### src/design/sbpf_pkg.sv
`timescale 1ns / 1ps

package sbpf_pkg;

	// Sequencer states of the framer.
	typedef enum logic {
		ST_IDLE,
		ST_SEND
	} sbpf_state_t;

	// Configuration register indexes.
	typedef enum logic [2:0] {
		CFG_ID_FIRST  = 3'd0,
		CFG_ID_SECOND = 3'd1,
		CFG_ID_THIRD  = 3'd2,
		CFG_ID_FOURTH = 3'd3,
		CFG_ID_FIFTH  = 3'd4
	} sbpf_cfg_idx_t;

	localparam int unsigned NUM_IDS = 5;

	// Reset values of the polled servo ids.
	localparam logic [7:0] ID_FIRST_RST  = 8'd3;
	localparam logic [7:0] ID_SECOND_RST = 8'd4;
	localparam logic [7:0] ID_THIRD_RST  = 8'd5;
	localparam logic [7:0] ID_FOURTH_RST = 8'd6;
	localparam logic [7:0] ID_FIFTH_RST  = 8'd7;

	// Packet constants.
	localparam logic [15:0] CRC_POLY     = 16'h8005;
	localparam logic [7:0]  HDR_FF       = 8'hFF;
	localparam logic [7:0]  HDR_FD       = 8'hFD;
	localparam logic [7:0]  HDR_RSV      = 8'h00;
	localparam logic [7:0]  ID_BROADCAST = 8'hFE;
	localparam logic [7:0]  LEN_WRITE    = 8'h09;
	localparam logic [7:0]  LEN_SYNC     = 8'h0C;
	localparam logic [7:0]  LEN_HIGH     = 8'h00;
	localparam logic [7:0]  INST_WRITE   = 8'h03;
	localparam logic [7:0]  INST_SYNC_RD = 8'h82;

	// Request types.
	localparam logic REQ_WRITE   = 1'b0;
	localparam logic REQ_SYNC_RD = 1'b1;

	// Packet lengths in bytes, including the two CRC bytes.
	localparam logic [4:0] WRITE_PKT_LEN = 5'd16;
	localparam logic [4:0] SYNC_PKT_LEN  = 5'd19;

endpackage

### src/design/sbpf_req_if.sv
`timescale 1ns / 1ps

// Transmit request channel.
interface sbpf_req_if;
	logic        valid;
	logic        ready;
	logic        req_type;
	logic [7:0]  device_id;
	logic [15:0] ctrl_addr;
	logic [31:0] write_value;
	logic [15:0] read_count;

	modport source (
		output valid, req_type, device_id, ctrl_addr, write_value, read_count,
		input  ready
	);
	modport sink (
		input  valid, req_type, device_id, ctrl_addr, write_value, read_count,
		output ready
	);
endinterface

### src/design/sbpf_tx_if.sv
`timescale 1ns / 1ps

// Packet byte channel.
interface sbpf_tx_if;
	logic       valid;
	logic       ready;
	logic [7:0] tx_byte;
	logic       last_byte;

	modport source (
		output valid, tx_byte, last_byte,
		input  ready
	);
	modport sink (
		input  valid, tx_byte, last_byte,
		output ready
	);
endinterface

### src/design/sbpf_crc_unit.sv
`timescale 1ns / 1ps

// Folds one byte into a CRC-16 (MSB first, not reflected).
module sbpf_crc_unit (
	input  logic [15:0] crc_in,
	input  logic [7:0]  data,
	output logic [15:0] crc_out
);

	// Eight shift steps of the polynomial division.
	always_comb begin
		logic [15:0] c;
		c = crc_in ^ {data, 8'h00};
		for (int k = 0; k < 8; k++) begin
			if (c[15]) begin
				c = {c[14:0], 1'b0} ^ sbpf_pkg::CRC_POLY;
			end else begin
				c = {c[14:0], 1'b0};
			end
		end
		crc_out = c;
	end

endmodule

### src/design/servo_bus_packet_framer.sv
`timescale 1ns / 1ps

// Servo-bus instruction packet framer.
// The req channel takes one transmit request per transaction: a write
// packet (req_type 0) or a sync-read packet (req_type 1). The tx channel
// then carries the packet one byte per transaction, 16 bytes for a write
// and 19 for a sync read, with last_byte set on the final CRC high byte.
// The CRC-16 (polynomial 0x8005, initial value 0) is built by one shared
// byte-wide CRC unit, stepped once per emitted byte ahead of the CRC bytes.
// The first byte is loaded into the output register after a taken request
// has moved the sequencer from idle to its send state. Throughput: one
// byte per cycle while tx is ready, as set by the byte sequencer.
// req.ready is high only between packets; the final byte may still wait in
// the output register while the next request is taken.
// When tx stalls, the byte in the output register holds and the sequencer
// waits. Configuration (cfg_we, cfg_idx, cfg_wdata) sets the five servo ids
// polled by sync read; indexes beyond 4 are ignored.
// Reset (arst_n low) returns the sequencer to idle, empties the output
// register and restores the servo ids to 3, 4, 5, 6 and 7.
module servo_bus_packet_framer (
	input  logic              clk,
	input  logic              arst_n,
	sbpf_req_if.sink          req,
	sbpf_tx_if.source         tx,
	input  logic              cfg_we,
	input  logic [2:0]        cfg_idx,
	input  logic [7:0]        cfg_wdata
);

	sbpf_pkg::sbpf_state_t state_q, state_d;

	logic [7:0]  ids_q [sbpf_pkg::NUM_IDS];
	logic        kind_q;
	logic [7:0]  dev_q;
	logic [15:0] addr_q;
	logic [31:0] val_q;
	logic [15:0] count_q;
	logic [4:0]  idx_q;
	logic [15:0] crc_q;
	logic [15:0] crc_next;
	logic        tx_valid_q;
	logic [7:0]  tx_byte_q;
	logic        tx_last_q;

	logic        req_fire;
	logic        load;
	logic [4:0]  pkt_len;
	logic [7:0]  cur_byte;
	logic        cur_is_crc;
	logic        cur_last;

	assign req_fire = req.valid && req.ready;

	// Configuration registers.
	always_ff @(posedge clk or negedge arst_n) begin
		if (!arst_n) begin
			ids_q[0] <= sbpf_pkg::ID_FIRST_RST;
			ids_q[1] <= sbpf_pkg::ID_SECOND_RST;
			ids_q[2] <= sbpf_pkg::ID_THIRD_RST;
			ids_q[3] <= sbpf_pkg::ID_FOURTH_RST;
			ids_q[4] <= sbpf_pkg::ID_FIFTH_RST;
		end else if (cfg_we) begin
			case (cfg_idx)
				sbpf_pkg::CFG_ID_FIRST:  ids_q[0] <= cfg_wdata;
				sbpf_pkg::CFG_ID_SECOND: ids_q[1] <= cfg_wdata;
				sbpf_pkg::CFG_ID_THIRD:  ids_q[2] <= cfg_wdata;
				sbpf_pkg::CFG_ID_FOURTH: ids_q[3] <= cfg_wdata;
				sbpf_pkg::CFG_ID_FIFTH:  ids_q[4] <= cfg_wdata;
				default: ;
			endcase
		end
	end

	// Held request.
	always_ff @(posedge clk) begin
		if (req_fire) begin
			kind_q  <= req.req_type;
			dev_q   <= req.device_id;
			addr_q  <= req.ctrl_addr;
			val_q   <= req.write_value;
			count_q <= req.read_count;
		end
	end

	assign pkt_len = (kind_q == sbpf_pkg::REQ_SYNC_RD) ? sbpf_pkg::SYNC_PKT_LEN
	                                                  : sbpf_pkg::WRITE_PKT_LEN;
	assign cur_is_crc = (idx_q >= pkt_len - 5'd2);
	assign cur_last   = (idx_q == pkt_len - 5'd1);

	// Byte selection for the current packet position.
	always_comb begin
		logic sync;
		sync = (kind_q == sbpf_pkg::REQ_SYNC_RD);
		case (idx_q)
			5'd0, 5'd1: cur_byte = sbpf_pkg::HDR_FF;
			5'd2:  cur_byte = sbpf_pkg::HDR_FD;
			5'd3:  cur_byte = sbpf_pkg::HDR_RSV;
			5'd4:  cur_byte = sync ? sbpf_pkg::ID_BROADCAST : dev_q;
			5'd5:  cur_byte = sync ? sbpf_pkg::LEN_SYNC : sbpf_pkg::LEN_WRITE;
			5'd6:  cur_byte = sbpf_pkg::LEN_HIGH;
			5'd7:  cur_byte = sync ? sbpf_pkg::INST_SYNC_RD : sbpf_pkg::INST_WRITE;
			5'd8:  cur_byte = addr_q[7:0];
			5'd9:  cur_byte = addr_q[15:8];
			5'd10: cur_byte = sync ? count_q[7:0] : val_q[7:0];
			5'd11: cur_byte = sync ? count_q[15:8] : val_q[15:8];
			5'd12: cur_byte = sync ? ids_q[0] : val_q[23:16];
			5'd13: cur_byte = sync ? ids_q[1] : val_q[31:24];
			5'd14: cur_byte = sync ? ids_q[2] : crc_q[7:0];
			5'd15: cur_byte = sync ? ids_q[3] : crc_q[15:8];
			5'd16: cur_byte = ids_q[4];
			5'd17: cur_byte = crc_q[7:0];
			5'd18: cur_byte = crc_q[15:8];
			default: cur_byte = 8'h00;
		endcase
	end

	// Shared CRC unit.
	sbpf_crc_unit u_crc (
		.crc_in  (crc_q),
		.data    (cur_byte),
		.crc_out (crc_next)
	);

	// Next-state logic.
	always_comb begin
		state_d = state_q;
		case (state_q)
			sbpf_pkg::ST_IDLE: begin
				if (req_fire) begin
					state_d = sbpf_pkg::ST_SEND;
				end
			end
			sbpf_pkg::ST_SEND: begin
				if (load && cur_last) begin
					state_d = sbpf_pkg::ST_IDLE;
				end
			end
			default: state_d = sbpf_pkg::ST_IDLE;
		endcase
	end

	// Output logic of the sequencer.
	always_comb begin
		req.ready = 1'b0;
		load      = 1'b0;
		case (state_q)
			sbpf_pkg::ST_IDLE: req.ready = 1'b1;
			sbpf_pkg::ST_SEND: load = !tx_valid_q || tx.ready;
			default: ;
		endcase
	end

	// Sequencer state, byte position and running CRC.
	always_ff @(posedge clk or negedge arst_n) begin
		if (!arst_n) begin
			state_q <= sbpf_pkg::ST_IDLE;
			idx_q   <= 5'd0;
			crc_q   <= 16'h0000;
		end else begin
			state_q <= state_d;
			if (req_fire) begin
				idx_q <= 5'd0;
				crc_q <= 16'h0000;
			end else if (load) begin
				idx_q <= idx_q + 5'd1;
				if (!cur_is_crc) begin
					crc_q <= crc_next;
				end
			end
		end
	end

	// Output register.
	always_ff @(posedge clk or negedge arst_n) begin
		if (!arst_n) begin
			tx_valid_q <= 1'b0;
		end else if (load) begin
			tx_valid_q <= 1'b1;
		end else if (tx.ready) begin
			tx_valid_q <= 1'b0;
		end
	end

	always_ff @(posedge clk) begin
		if (load) begin
			tx_byte_q <= cur_byte;
			tx_last_q <= cur_last;
		end
	end

	assign tx.valid     = tx_valid_q;
	assign tx.tx_byte   = tx_byte_q;
	assign tx.last_byte = tx_last_q;

`ifndef SYNTHESIS
	// A taken request starts a packet from its first byte.
	assert property (@(posedge clk) disable iff (!arst_n)
		req_fire |=> (state_q == sbpf_pkg::ST_SEND) && (idx_q == 5'd0))
	else $error("request did not start a packet at byte zero");

	// The byte position never runs past the end of the packet.
	assert property (@(posedge clk) disable iff (!arst_n)
		(state_q == sbpf_pkg::ST_SEND) |-> (idx_q < pkt_len))
	else $error("byte position beyond packet length");

	// A new request is only taken once every non-final byte has left.
	assert property (@(posedge clk) disable iff (!arst_n)
		req_fire |-> !(tx.valid && !tx.last_byte))
	else $error("request taken while packet bytes are pending");

	// Loading the final byte ends the packet.
	assert property (@(posedge clk) disable iff (!arst_n)
		(load && cur_last) |=> (state_q == sbpf_pkg::ST_IDLE) && tx.last_byte)
	else $error("final byte did not close the packet");
`endif

endmodule

### src/flat_wrapper.sv
// flat-port wrapper written by rule: the top's interface ports become plain ports
module servo_bus_packet_framer_flat 
  (clk, arst_n, cfg_we, cfg_idx, cfg_wdata, req_valid, req_req_type, req_device_id, req_ctrl_addr, req_write_value, req_read_count, req_ready, tx_valid, tx_tx_byte, tx_last_byte, tx_ready);
  sbpf_req_if req_i ();
  sbpf_tx_if tx_i ();
  input  logic clk;
  input  logic arst_n;
  input  logic cfg_we;
  input  logic [2:0] cfg_idx;
  input  logic [7:0] cfg_wdata;
  input wire logic [$bits(req_i.valid)-1:0] req_valid;
  input wire logic [$bits(req_i.req_type)-1:0] req_req_type;
  input wire logic [$bits(req_i.device_id)-1:0] req_device_id;
  input wire logic [$bits(req_i.ctrl_addr)-1:0] req_ctrl_addr;
  input wire logic [$bits(req_i.write_value)-1:0] req_write_value;
  input wire logic [$bits(req_i.read_count)-1:0] req_read_count;
  output wire logic [$bits(req_i.ready)-1:0] req_ready;
  output wire logic [$bits(tx_i.valid)-1:0] tx_valid;
  output wire logic [$bits(tx_i.tx_byte)-1:0] tx_tx_byte;
  output wire logic [$bits(tx_i.last_byte)-1:0] tx_last_byte;
  input wire logic [$bits(tx_i.ready)-1:0] tx_ready;
  assign req_i.valid = req_valid;
  assign req_i.req_type = req_req_type;
  assign req_i.device_id = req_device_id;
  assign req_i.ctrl_addr = req_ctrl_addr;
  assign req_i.write_value = req_write_value;
  assign req_i.read_count = req_read_count;
  assign req_ready = req_i.ready;
  assign tx_valid = tx_i.valid;
  assign tx_tx_byte = tx_i.tx_byte;
  assign tx_last_byte = tx_i.last_byte;
  assign tx_i.ready = tx_ready;
  servo_bus_packet_framer u_core (.clk(clk), .arst_n(arst_n), .req(req_i), .tx(tx_i), .cfg_we(cfg_we), .cfg_idx(cfg_idx), .cfg_wdata(cfg_wdata));
endmodule
### config.mk
export PLATFORM = sky130hd
export DESIGN_NAME = servo_bus_packet_framer_flat
export DESIGN_NICKNAME = d
export VERILOG_FILES = /design/src/design/sbpf_pkg.sv /design/src/design/sbpf_req_if.sv /design/src/design/sbpf_tx_if.sv /design/src/design/sbpf_crc_unit.sv /design/src/design/servo_bus_packet_framer.sv /design/src/flat_wrapper.sv
export SDC_FILE = /design/constraint.sdc
export NUM_CORES = 1
export LEC_CHECK = 0
export ABC_AREA = 1
export BUFFER_PORTS_ARGS = -buffer_cell sky130_fd_sc_hd__buf_2
export CORE_MARGIN = 2
export CORE_UTILIZATION = 64
export CTS_BUF_LIST = sky130_fd_sc_hd__clkbuf_8
export DETAILED_ROUTE_END_ITERATION = 8
export PLACE_DENSITY = 0.91
export SYNTH_ARGS = -nofsm -noshare
export SYNTH_HDL_FRONTEND = slang
export SYNTH_SLANG_ARGS = --single-unit
### constraint.sdc
create_clock -name clk -period 6.9 [get_ports clk]
set_input_delay 0.345 -clock clk [delete_from_list [all_inputs] [get_ports clk]]
set_output_delay 0.345 -clock clk [all_outputs]
set_load 0.1 [all_outputs]
==> run_results.csv, run 1 <==
group,metric,value,unit
status,status,"finished clean",
pwr,p_sw_frac,0.464,
yosys,async_flop_share,0.434,
timing,worst_pin_slew,1.06,ns
die,fp.dieW,109,microns
die,start_util,0.652,
yosys,synth_nets,837,
worst_setup_path,path_cells,"buf_4 -> inv_4 -> nand2_1 -> nand2_1 -> nand2_1 -> nand4_1 -> nor4_1 -> nand3_1 -> xor2_1 -> clkinv_1 -> nand3_1 -> nand3_1 -> nand3_1 -> nand3_1 -> nand3_1 -> nand2_1",
global_routing,antenna_found_initial,0,
die,core-area,10800,sq um
clock_tree,ctsHoldBuffers,0,
detailed_routing,drtPass1Iterations,5,
timing,relSlewSlack,0.294,
worst_setup_path,worstSetupStartpoint,"u_core.kind_q",
place,dp_hpwl,11900,microns
detailed_routing,drc,0,
yosys,synth_edf_count,82,
detailed_routing,ant_nets,0,
cells_and_area,n_antenna_cell,0,
die,num_rows,38,
place,post_dp_cell_area,7600,sq um
detailed_routing,avgViaCountPerCell,5.77,
worst_setup_path,worstSetupPathType,"reg -> reg",
clock_tree,cts_root_buffer,"clkbuf_8",
cells_and_area,design_area,8010,sq um
clock_tree,clk_latency,0.47,ns
clock_tree,htree_levels,4,
worst_setup_path,critPathMaxStageDelay,0.54,ns
timing,finalHoldViolCount,0,
run,maxCapViolations,0,
cells_and_area,n_fill_cell,715,
yosys,yosysSeqAreaShare,0.576,
worst_setup_path,reg2reg_depth,16,
worst_setup_path,cp.arrival,4.03,ns
worst_setup_path,cp_common_cell,"nand3_1",
yosys,synth.distinct_cells,46,
hold_path,hp-class,"in -> async",
timing,fmaxAchievable,272,MHz
global_routing,first_global_vias,5573,
pwr,ir_drop,0.373,mV
place,io_buffers,99,
yosys,ys.flop_type,"edfxtp_1",
yosys,postSynthAreaPerCell,9.54,sq um
global_routing,grt-ovfl-total,0,
pwr,switchingPower,1.76,mW
pwr,power_frac_seq,0.320,
pwr,p_leak,3.65,nW
worst_setup_path,crit_fanout,68,
yosys,yosys_warnings,0,
detailed_routing,drt_iter0_markers,606,
timing,fin_crit_sh,0.533,
worst_setup_path,crit_cells,16,
clock_tree,post_cts_buffers,0,
detailed_routing,avgRoutedWirePerCell,16.6,microns
clock_tree,cts_tree,"done",
worst_setup_path,worst_setup_path_start_kind,"flop",
clock_tree,clock_path_buffers,2,
place,gp_congestion,0.898,
yosys,synthMostInstantiatedCell,"nand2_1",
pwr,p_int,2.04,mW
pwr,clkPwrFrac,0.180,
clock_tree,cts.sinks,145,
die,boundaryPins,100,
yosys,yosysTopAreaCell,"edfxtp_1",
pwr,power_density,474,nW/um^2
timing,setup_violations,0,
cells_and_area,syn2layout_area_growth,13.7,%
worst_setup_path,crit_buf_inv,3,
yosys,yosys-top-cells-count,"nand2_1 (239), edfxtp_1 (82), o21ai_0 (70)",
timing,fin_crit,3.68,ns
cells_and_area,num-nets-final,939,
worst_setup_path,critPathRequiredTime,7.26,ns
yosys,netlist_area,7040,sq um
global_routing,grt_pass1_wl,26700,microns
yosys,synthCells,738,
global_routing,globalRouteTotalUtil,0.301,
timing,tns,0,ns
cells_and_area,drive_gt1_frac,0.233,
worst_setup_path,slowest_stage,"buf_4",
worst_setup_path,end_kind,"flop",
global_routing,grt_start_max_net_pins,69,
detailed_routing,routed_wl,16500,microns
yosys,synthTopCellsByArea,"edfxtp_1 (35%), dfrtp_1 (19%), nand2_1 (13%), o21ai_0 (5.0%), dfstp_2 (3.7%)",
worst_setup_path,crit_family,"simple AND/OR/NAND/NOR gates",
clock_tree,cts-resized-gates,0,
clock_tree,clk_pin_slew_worst_paths,0.07,ns
timing,rsz0062_at_grt,"false",
worst_setup_path,worstReg2RegStart,"u_core.kind_q",
pwr,power_frac_comb,0.500,
yosys,ys_seq_elements,145,
die,dieArea,11900,sq um
yosys,synth_top_area_frac,0.350,
timing,drv_slew,0,
detailed_routing,vias,5731,
die,die_y,109,microns
timing,skew,0.0109,ns
clock_tree,numCtsBuffers,17,
==> worst paths after layout <==
check | end | slack, ns
setup / recovery | u_core.crc_q[15] | 3.22
hold / removal | u_core.idx_q[4] | 0.04
setup reg to reg | u_core.crc_q[15] | 3.22
hold reg to reg | u_core.ids_q[31] | 0.49
max in group asynchronous | u_core.ids_q[38] | 6.31
min in group clk | u_core.addr_q[8] | 0.05
==> stage by stage <==
step / setup WS (ns) / hold WS (ns) / total power, mW / utilization / instances
after floorplan: 2.31 / 0.0494 / 2.67 / - / 738
after global placement: 3.49 / 0.465 / 3.00 / 0.704 / 961
after detailed placement: 3.33 / 0.469 / 3.08 / 0.704 / 961
after CTS: 3.30 / 0.0263 / 3.77 / 0.742 / 993
after global routing: 2.94 / 0.0250 / 4.02 / 0.742 / 993
final: 3.22 / 0.0411 / 3.80 / 0.742 / 993
==> layer usage <==
layer  wire length [microns]  vias up  GRT usage
met3                    1200       44     0.0693
met1                    6690     2704      0.390
met4                     619        0      0.151
met5                       0        -          0
li1                        -     2701          -
met2                    8020      282      0.477
==> cells in the final DEF (no fill, tap or decap), types with 3 or more instances in the layout <==
master	n
o21ai_0	70
ha_1	10
o22ai_1	16
nand2_4	3
nor2_4	6
dfstp_2	10
buf_4	3
a22o_1	4
buf_2	99
o21ai_1	3
nand3_1	45
nand2_1	239
bufinv_16	3
clkinv_1	4
inv_1	52
edfxtp_1	82
xor2_1	4
nor2_1	29
nand4_1	13
nand2_2	15
clkbuf_8	19
inv_2	8
nand3_2	9
nor4_1	3
nor2_2	9
dfrtp_1	53
a21oi_1	8
a221oi_1	4
==> area by class of cell <==
cell class              instances  area [sq um]  share of cell area
clock buffers                  19           262              0.0327
clock inverters                13           145              0.0181
inverters                      61           234              0.0292
multi-input cells             513          2620               0.327
flip-flops and latches        145          4050               0.506
well taps                     140           175              0.0219
repair buffers                102           518              0.0647
==> logic make-up after synthesis <==
| kind of cell | share of synthesized area |
|---|---|
| compound gates | 0.0974 |
| xor+xnor | 0.0121 |
| fa+ha+maj | 0.0178 |
| flops | 0.576 |
| buf+inv | 0.0532 |
| simple gates | 0.244 |
==> power by group through the flow <==
stage	logic (mW)	clock network, mW	registers (mW)
2_1_floorplan	1.28	0	1.38
3_3_place_gp	1.78	0	1.22
3_5_place_dp	1.86	0	1.23
4_1_cts	1.87	0.689	1.21
5_1_grt	2.06	0.726	1.23
6_report	1.90	0.683	1.22
==> state kept, by name (all words and copies together) (netlist names) <==
name and cells:
u_core.addr_q 16, u_core.count_q 16, u_core.crc_q 16, u_core.dev_q 8, u_core.ids_q 40, u_core.idx_q 5
u_core.kind_q 1, u_core.state_q 1, u_core.tx.last_byte 1, u_core.tx.tx_byte 8, u_core.tx.valid 1, u_core.val_q 32
Power figures use the tool's default switching activity.
==> run 2: changes to the inputs <==
--- a/config.mk
+++ b/config.mk
@@ -5,13 +5,13 @@
 export SDC_FILE = /design/constraint.sdc
 export NUM_CORES = 1
 export LEC_CHECK = 0
-export ABC_AREA = 1
+export ABC_AREA = 0
 export BUFFER_PORTS_ARGS = -buffer_cell sky130_fd_sc_hd__buf_2
 export CORE_MARGIN = 2
-export CORE_UTILIZATION = 64
+export CORE_UTILIZATION = 54
 export CTS_BUF_LIST = sky130_fd_sc_hd__clkbuf_8
 export DETAILED_ROUTE_END_ITERATION = 8
-export PLACE_DENSITY = 0.91
+export PLACE_DENSITY = 0.82
 export SYNTH_ARGS = -nofsm -noshare
 export SYNTH_HDL_FRONTEND = slang
 export SYNTH_SLANG_ARGS = --single-unit
==> constraint.sdc (replaced) <==
create_clock -name clk -period 3.2 [get_ports clk]
set_input_delay 0.16 -clock clk [delete_from_list [all_inputs] [get_ports clk]]
set_output_delay 0.16 -clock clk [all_outputs]
set_load 0.1 [all_outputs]
==> run 2 against run 1 <==
  * The run now ends with negative setup slack left
  * Via count shrank 5.7%
  * Critical path depth fell by 4
  * Clock skew increased by 0.0083 ns
  * Final cell count down 7.3%
==> run_results.csv, run 2 <==
group,metric,value,unit
status,violations,"negative setup slack",
worst_setup_path,worstSetupPathType,"reg -> reg",
place,gp_congestion,0.950,
yosys,synthTopCellsByArea,"edfxtp_1 (36%), dfrtp_1 (19%), mux2_2 (9.7%), dfstp_2 (3.8%), a22oi_1 (2.0%)",
yosys,yosysSeqAreaShare,0.592,
hold_path,hp-class,"in -> reg",
die,core-area,12500,sq um
cells_and_area,design_area,9340,sq um
clock_tree,cts.sinks,145,
timing,worst_pin_slew,0.882,ns
worst_setup_path,end_kind,"flop",
yosys,synthCells,504,
cells_and_area,n_antenna_cell,0,
place,post_dp_cell_area,7760,sq um
yosys,async_flop_share,0.434,
cells_and_area,mostFrequentLayoutCell,"buf_2",
worst_setup_path,worstReg2RegStart,"u_core.idx_q[1]",
yosys,ys_seq_elements,145,
pwr,power_density,961,nW/um^2
die,start_util,0.547,
cells_and_area,drive_gt1_frac,0.409,
detailed_routing,drtPass1Iterations,7,
place,dp_slack,-0.162,ns
detailed_routing,routed_wl,21400,microns
timing,finalHoldViolCount,0,
timing,fin_crit,3.23,ns
clock_tree,clock_path_buffers,2,
global_routing,grt-ovfl-total,0,
place,io_buffers,99,
yosys,ys.flop_type,"edfxtp_1",
cells_and_area,syn2layout_area_growth,36.5,%
worst_setup_path,worst_setup_path_start_kind,"flop",
timing,rsz0062_at_grt,"true",
worst_setup_path,crit_fanout,6,
yosys,yosysTopAreaCell,"edfxtp_1",
yosys,synth_top_area_frac,0.360,
cells_and_area,layout_common_cells,"buf_2 (99), dlygate4sd3_1 (83), edfxtp_1 (82)",
timing,fmaxAchievable,309,MHz
run,maxCapViolations,0,
yosys,synth_edf_count,82,
global_routing,grt_start_max_net_pins,58,
timing,drv_slew,0,
die,die_y,117,microns
detailed_routing,drt_iter0_markers,585,
place,dp_hpwl,13300,microns
pwr,ir_drop,0.701,mV
global_routing,globalRouteTotalUtil,0.324,
worst_setup_path,critPathRequiredTime,3.59,ns
detailed_routing,avgRoutedWirePerCell,23.2,microns
cells_and_area,largest-register,"u_core.ids_q",
clock_tree,numCtsBuffers,17,
detailed_routing,avgViaCountPerCell,5.87,
cells_and_area,num-nets-final,835,
worst_setup_path,rrSetupSlack,-0.03,ns
hold_path,min_from,"cfg_wdata[2]",
pwr,p_leak,3.77,nW
yosys,yosys-top-cells-count,"edfxtp_1 (82), mux2_2 (59), dfrtp_1 (53)",
clock_tree,cts_root_buffer,"clkbuf_8",
status,status,"complete, but fails checks",
die,num_rows,41,
cells_and_area,finalCoreUtilization,0.746,
pwr,power,8.97,mW
global_routing,grt_pass1_wl,31400,microns
cells_and_area,largest_reg_flops,40,
timing,skew,0.0191,ns
cells_and_area,top_regs,"u_core.ids_q x40, u_core.val_q x32",
detailed_routing,vias,5402,
clock_tree,cts_tree,"done",
yosys,netlist_area,6840,sq um
yosys,synth.distinct_cells,67,
die,boundaryPins,100,
yosys,synthMostInstantiatedCell,"edfxtp_1",
detailed_routing,drc,0,
timing,setup_violations,1,
clock_tree,clk_latency,0.46,ns
die,dieArea,13600,sq um
timing,relSlewSlack,0.410,
yosys,postSynthAreaPerCell,13.6,sq um
global_routing,antenna_found_initial,0,
die,fp.dieW,117,microns
clock_tree,clk_pin_slew_worst_paths,0.09,ns
worst_setup_path,worstSetupStartpoint,"u_core.idx_q[1]",
timing,fin_crit_sh,1.01,
detailed_routing,ant_nets,0,
yosys,synth_nets,603,
yosys,yosys_warnings,0,
global_routing,first_global_vias,5550,
worst_setup_path,cp.arrival,3.62,ns
timing,setup_slack,-0.0337,ns
clock_tree,htree_levels,4,
[run 2: cell count changes after synthesis, moves of 20 or more]
| cell | change |
|---|---|
| inv_1 | -35 |
| mux2_2 | +59 |
| nand2_1 | -215 |
| nand3_1 | -21 |
| nor2_1 | -20 |
| o21ai_0 | -47 |
[run 2: cell type report]
| type | instances | area, sq um |
|---|---|---|
| Clock buffer | 18 | 248 |
| Clock inverter | 14 | 154 |
| Fill cell | 803 | 3180 |
| Inverter | 15 | 60.1 |
| Multi-Input combinational cell | 315 | 2770 |
| Sequential cell | 145 | 4060 |
| Tap cell | 172 | 215 |
| Timing Repair Buffer | 242 | 1840 |
[run 2: through the flow]
step / cells / hold slack [ns] / setup TNS [ns]
final: 921 / 0.0383 / -0.0337
after global routing: 921 / 0.0201 / -0.100
after CTS: 913 / 0.00258 / 0
after detailed placement: 792 / 0.281 / -0.370
after global placement: 792 / 0.280 / -0.163
after floorplan: 504 / -0.136 / 0
[run 2: routing by layer]
layer / vias to the layer above / wire (microns) / track usage
met1: 2662 / 8400 / 0.406
met2: 290 / 10800 / 0.548
met3: 58 / 1410 / 0.0820
li1: 2392 / - / -
met5: - / 0 / 0
met4: 0 / 792 / 0.118
[run 2: final timing paths]
check                                   end  cells past startpoint
setup / recovery           u_core.crc_q[15]                     12
hold / removal              u_core.ids_q[2]                      2
setup reg to reg           u_core.crc_q[15]                     12
hold reg to reg             u_core.crc_q[3]                      2
max in group asynchronous   u_core.ids_q[0]                      3
min in group asynchronous  u_core.crc_q[12]                      2
[run 2: timing repair]
action | CTS | global route
gates cloned | 0 | 1
buffers inserted | 6 | 7
resized for setup | 10 | 32
hold buffers | 83 | 0
hold endpoints to repair | 137 | 0
endpoints found under the setup margin | 3 | 4
pin swaps | 1 | 18
[run 2: worst max-delay path, cell delays in order (launching register included)]
cell and delay (ns):
dfrtp_2 0.47, ha_4 0.18, and3_4 0.18, ha_4 0.18
buf_4 0.14, a32oi_1 0.18, nand4_1 0.18, or3_1 0.46
xor2_2 0.21, xor2_1 0.16, xnor3_2 0.47, xor3_1 0.21
o21ai_1 0.14
[run 2: kinds of logic after synthesis]
kind of cell               synth area share
AOI/OAI and AO/OA                    0.0969
xor gates and xnor gates             0.0325
adders and majority gates            0.0183
muxes                                 0.120
and+or+nand+nor                       0.105
DFF                                   0.592
buffers and inverters                0.0349
[run 2: where the power goes]
| group | switching, mW | internal (mW) |
|---|---|---|
| Combinational | 2.49 | 2.25 |
| Clock | 0.750 | 0.722 |
| Sequential | 0.360 | 2.41 |
| Total | 3.60 | 5.38 |
==> run 3: changes to the inputs <==
--- a/config.mk
+++ b/config.mk
@@ -8,10 +8,11 @@
 export ABC_AREA = 0
 export BUFFER_PORTS_ARGS = -buffer_cell sky130_fd_sc_hd__buf_2
 export CORE_MARGIN = 2
-export CORE_UTILIZATION = 54
+export CORE_UTILIZATION = 53
 export CTS_BUF_LIST = sky130_fd_sc_hd__clkbuf_8
 export DETAILED_ROUTE_END_ITERATION = 8
-export PLACE_DENSITY = 0.82
+export PLACE_DENSITY = 0.81
 export SYNTH_ARGS = -nofsm -noshare
 export SYNTH_HDL_FRONTEND = slang
+export SYNTH_HIERARCHICAL = 1
 export SYNTH_SLANG_ARGS = --single-unit
==> run 3 against run 2 <==
  * The run still ends with negative setup slack left
  * Worst hold slack got worse by 0.020 ns
  * Core utilization is 4.1 points higher
  * Maximum frequency fell by 1.2%
  * Clock skew is 0.0022 ns lower
  * Setup slack got worse by 0.040 ns
  * Final cell count up 2.5%
  * Critical path depth up 2
  * Sequential share of layout area fell by 0.91 points
  * Design area rose by 2.1%
  * Largest power group unchanged
==> run_results.csv, run 3 <==
group,metric,value,unit
status,status,"complete, but fails checks",
status,violations,"negative setup slack",
clock_tree,cts_tree,"done",
timing,timing.hold.ws,0.0183,ns
pwr,power_frac_seq,0.245,
detailed_routing,routed_wl,20800,microns
place,gp_congestion,0.985,
yosys,synthMostInstantiatedCell,"edfxtp_1",
worst_setup_path,end_kind,"flop",
cells_and_area,largest-register,"u_core/ids_q",
yosys,synth_top_area_frac,0.371,
detailed_routing,avgViaCountPerCell,5.76,
cells_and_area,largest_reg_flops,40,
yosys,yosys_warnings,6,
cells_and_area,top_regs,"u_core/ids_q x40, u_core/val_q x32",
worst_setup_path,worstSetupPathType,"reg -> reg",
yosys,netlist_area,6640,sq um
pwr,switchingPower,4.20,mW
yosys,yosysTopAreaCell,"edfxtp_1",
timing,relSlewSlack,0.342,
detailed_routing,drc,0,
cells_and_area,multi_input_area,2690,sq um
cells_and_area,design_area,9530,sq um
place,post_dp_cell_area,7860,sq um
die,start_util,0.548,
worst_setup_path,crit_fanout,9,
pwr,power_frac_comb,0.635,
global_routing,first_global_vias,5800,
global_routing,antenna_found_initial,0,
yosys,yosysSeqAreaShare,0.610,
timing,fmaxAchievable,306,MHz
global_routing,globalRouteTotalUtil,0.331,
global_routing,grt_start_max_net_pins,53,
timing,setup_violations,3,
worst_setup_path,critPathMaxStageDelay,0.45,ns
cells_and_area,drive_gt1_frac,0.438,
yosys,ys_seq_elements,145,
timing,fin_crit_sh,1.02,
place,io_buffers,99,
global_routing,grt_pass1_wl,32200,microns
hold_path,min_from,"cfg_wdata[4]",
yosys,synth_nets,580,
pwr,power,11.1,mW
detailed_routing,vias,5437,
yosys,ys.flop_type,"edfxtp_1",
yosys,synth_edf_count,82,
timing,worst_pin_slew,0.983,ns
cells_and_area,mostFrequentLayoutCell,"buf_2",
cells_and_area,num-nets-final,862,
hold_path,hp-class,"in -> reg",
pwr,p_int,6.94,mW
place,dp_hpwl,13500,microns
pwr,clkPwrFrac,0.120,
pwr,ir_drop,1.10,mV
timing,finalHoldViolCount,0,
cells_and_area,layout_common_cells,"buf_2 (99), buf_4 (97), edfxtp_1 (82)",
die,num_rows,40,
pwr,p_leak,4.01,nW
die,dieArea,13400,sq um
die,die_y,116,microns
timing,setup_slack,-0.0732,ns
die,fp.dieW,116,microns
clock_tree,cts_root_buffer,"clkbuf_8",
yosys,synth.distinct_cells,63,
worst_setup_path,slowest_stage,"nor4bb_4",
worst_setup_path,cp.arrival,3.63,ns
cells_and_area,syn2layout_area_growth,43.6,%
yosys,synthCells,481,
worst_setup_path,path_cells,"inv_2 -> ha_2 -> buf_6 -> nor4bb_4 -> o21ai_0 -> o21ai_0 -> nor4_1 -> buf_4 -> o211ai_1 -> xnor2_1 -> xnor2_2 -> xnor2_2 -> xnor3_1 -> a22o_1",
detailed_routing,drt_iter0_markers,499,
detailed_routing,drtPass1Iterations,5,
global_routing,grt-ovfl-total,0,
timing,fin_crit,3.27,ns
detailed_routing,avgRoutedWirePerCell,22.0,microns
pwr,power_density,1170,nW/um^2
clock_tree,cts.sinks,145,
cells_and_area,n_fill_cell,726,
yosys,yosys-top-cells-count,"edfxtp_1 (82), dfrtp_1 (53), mux2_2 (51)",
detailed_routing,ant_nets,0,
yosys,async_flop_share,0.434,
clock_tree,htree_levels,4,
timing,drv_slew,0,
worst_setup_path,worstSetupStartpoint,"u_core/idx_q[0]",
clock_tree,clock_path_buffers,2,
worst_setup_path,critPathRequiredTime,3.55,ns
clock_tree,clk_pin_slew_worst_paths,0.09,ns
worst_setup_path,worstReg2RegStart,"u_core/idx_q[0]",
cells_and_area,register_area,4050,sq um
timing,skew,0.0170,ns
pwr,p_sw_frac,0.377,
yosys,synthTopCellsByArea,"edfxtp_1 (37%), dfrtp_1 (20%), mux2_2 (8.7%), mux2i_1 (4.1%), dfstp_2 (4.0%)",
die,core-area,12100,sq um
timing,rsz0062_at_grt,"true",
cells_and_area,n_antenna_cell,0,
clock_tree,clk_latency,0.46,ns
run,maxCapViolations,0,
yosys,postSynthAreaPerCell,13.8,sq um
clock_tree,numCtsBuffers,17,
worst_setup_path,worst_setup_path_start_kind,"flop",
die,boundaryPins,100,
-- run 3: changes by cell type in the layout (fill, tap and decap cells not counted), sizes merged, moves of 10 or more --
cell	delta
buf	+50
a21oi	+10
a22o	+17
nand3	-10
mux2	-10
a22oi	-13
mux2i	+14
-- run 3: worst paths after layout --
check                                         to  slack, ns  cells past startpoint
max in group asynchronous        u_core/ids_q[9]       2.00                      3
worst max register to register  u_core/crc_q[15]      -0.07                     14
worst max-delay path            u_core/crc_q[15]      -0.07                     14
worst min register to register   u_core/ids_q[8]       0.51                      1
worst min-delay path            u_core/ids_q[12]       0.02                      2
min in group asynchronous        u_core/idx_q[4]       0.25                      2
-- run 3: repair_timing --
item                       in CTS  in global routing
hold buffers                   81                  0
setup buffers                  27                  6
resized for setup              31                 19
hold endpoints to repair      114                  0
pin swaps                      17                  7
setup endpoints to repair       4                  7
-- run 3: logic make-up after synthesis --
| kind of cell | Yosys count | share of synthesized area |
|---|---|---|
| xor+xnor | 25 | 0.0362 |
| mux | 78 | 0.127 |
| simple gates | 97 | 0.0788 |
| compound gates | 92 | 0.102 |
| flops | 145 | 0.610 |
| buf+inv | 34 | 0.0266 |
| fa+ha+maj | 10 | 0.0189 |
-- run 3: layout make-up --
| type | instances | area share |
|---|---|---|
| Sequential cell | 145 | 0.425 |
| Multi-Input combinational cell | 302 | 0.282 |
| Timing Repair Buffer | 289 | 0.230 |
| Clock buffer | 17 | 0.0246 |
| Tap cell | 168 | 0.0221 |
| Clock inverter | 15 | 0.0129 |
| Inverter | 8 | 0.00315 |
-- run 3: critical path: cells and delay by family, from the launching register on --
kind                     cells  cell delay (ns)
AO/OA/AOI/OAI                4             0.65
XOR/XNOR                     4             0.94
adder cells (fa/ha/maj)      1             0.19
buffers and inverters        3             0.38
AND/OR/NAND/NOR              2             0.55
flip-flops                   1             0.44
-- run 3: power by group through the flow --
stage | combinational (mW) | clock [mW] | sequential, mW
final | 7.07 | 1.33 | 2.73
after global routing | 7.45 | 1.43 | 2.76
after CTS | 6.52 | 1.34 | 2.71
after detailed placement | 5.18 | 0 | 2.73
after global placement | 5.04 | 0 | 2.73
after floorplan | 2.96 | 0 | 3.04
-- run 3: routing by layer --
layer | GRT usage | share of wire | up-vias
li1 | - | - | 2404
met4 | 0.171 | 0.050 | 0
met2 | 0.524 | 0.48 | 297
met5 | 0 | 0 | -
met3 | 0.0805 | 0.071 | 85
met1 | 0.427 | 0.40 | 2651
-- run 3: per-stage QoR --
stage | util | instances | TNS, ns | setup WS [ns]
2_1_floorplan | - | 481 | 0 | 0.00886
3_3_place_gp | 0.649 | 802 | -0.584 | -0.314
3_5_place_dp | 0.649 | 802 | -1.10 | -0.396
4_1_cts | 0.777 | 941 | -0.0141 | -0.0141
5_1_grt | 0.787 | 944 | -0.466 | -0.187
6_report | 0.787 | 944 | -0.113 | -0.0732
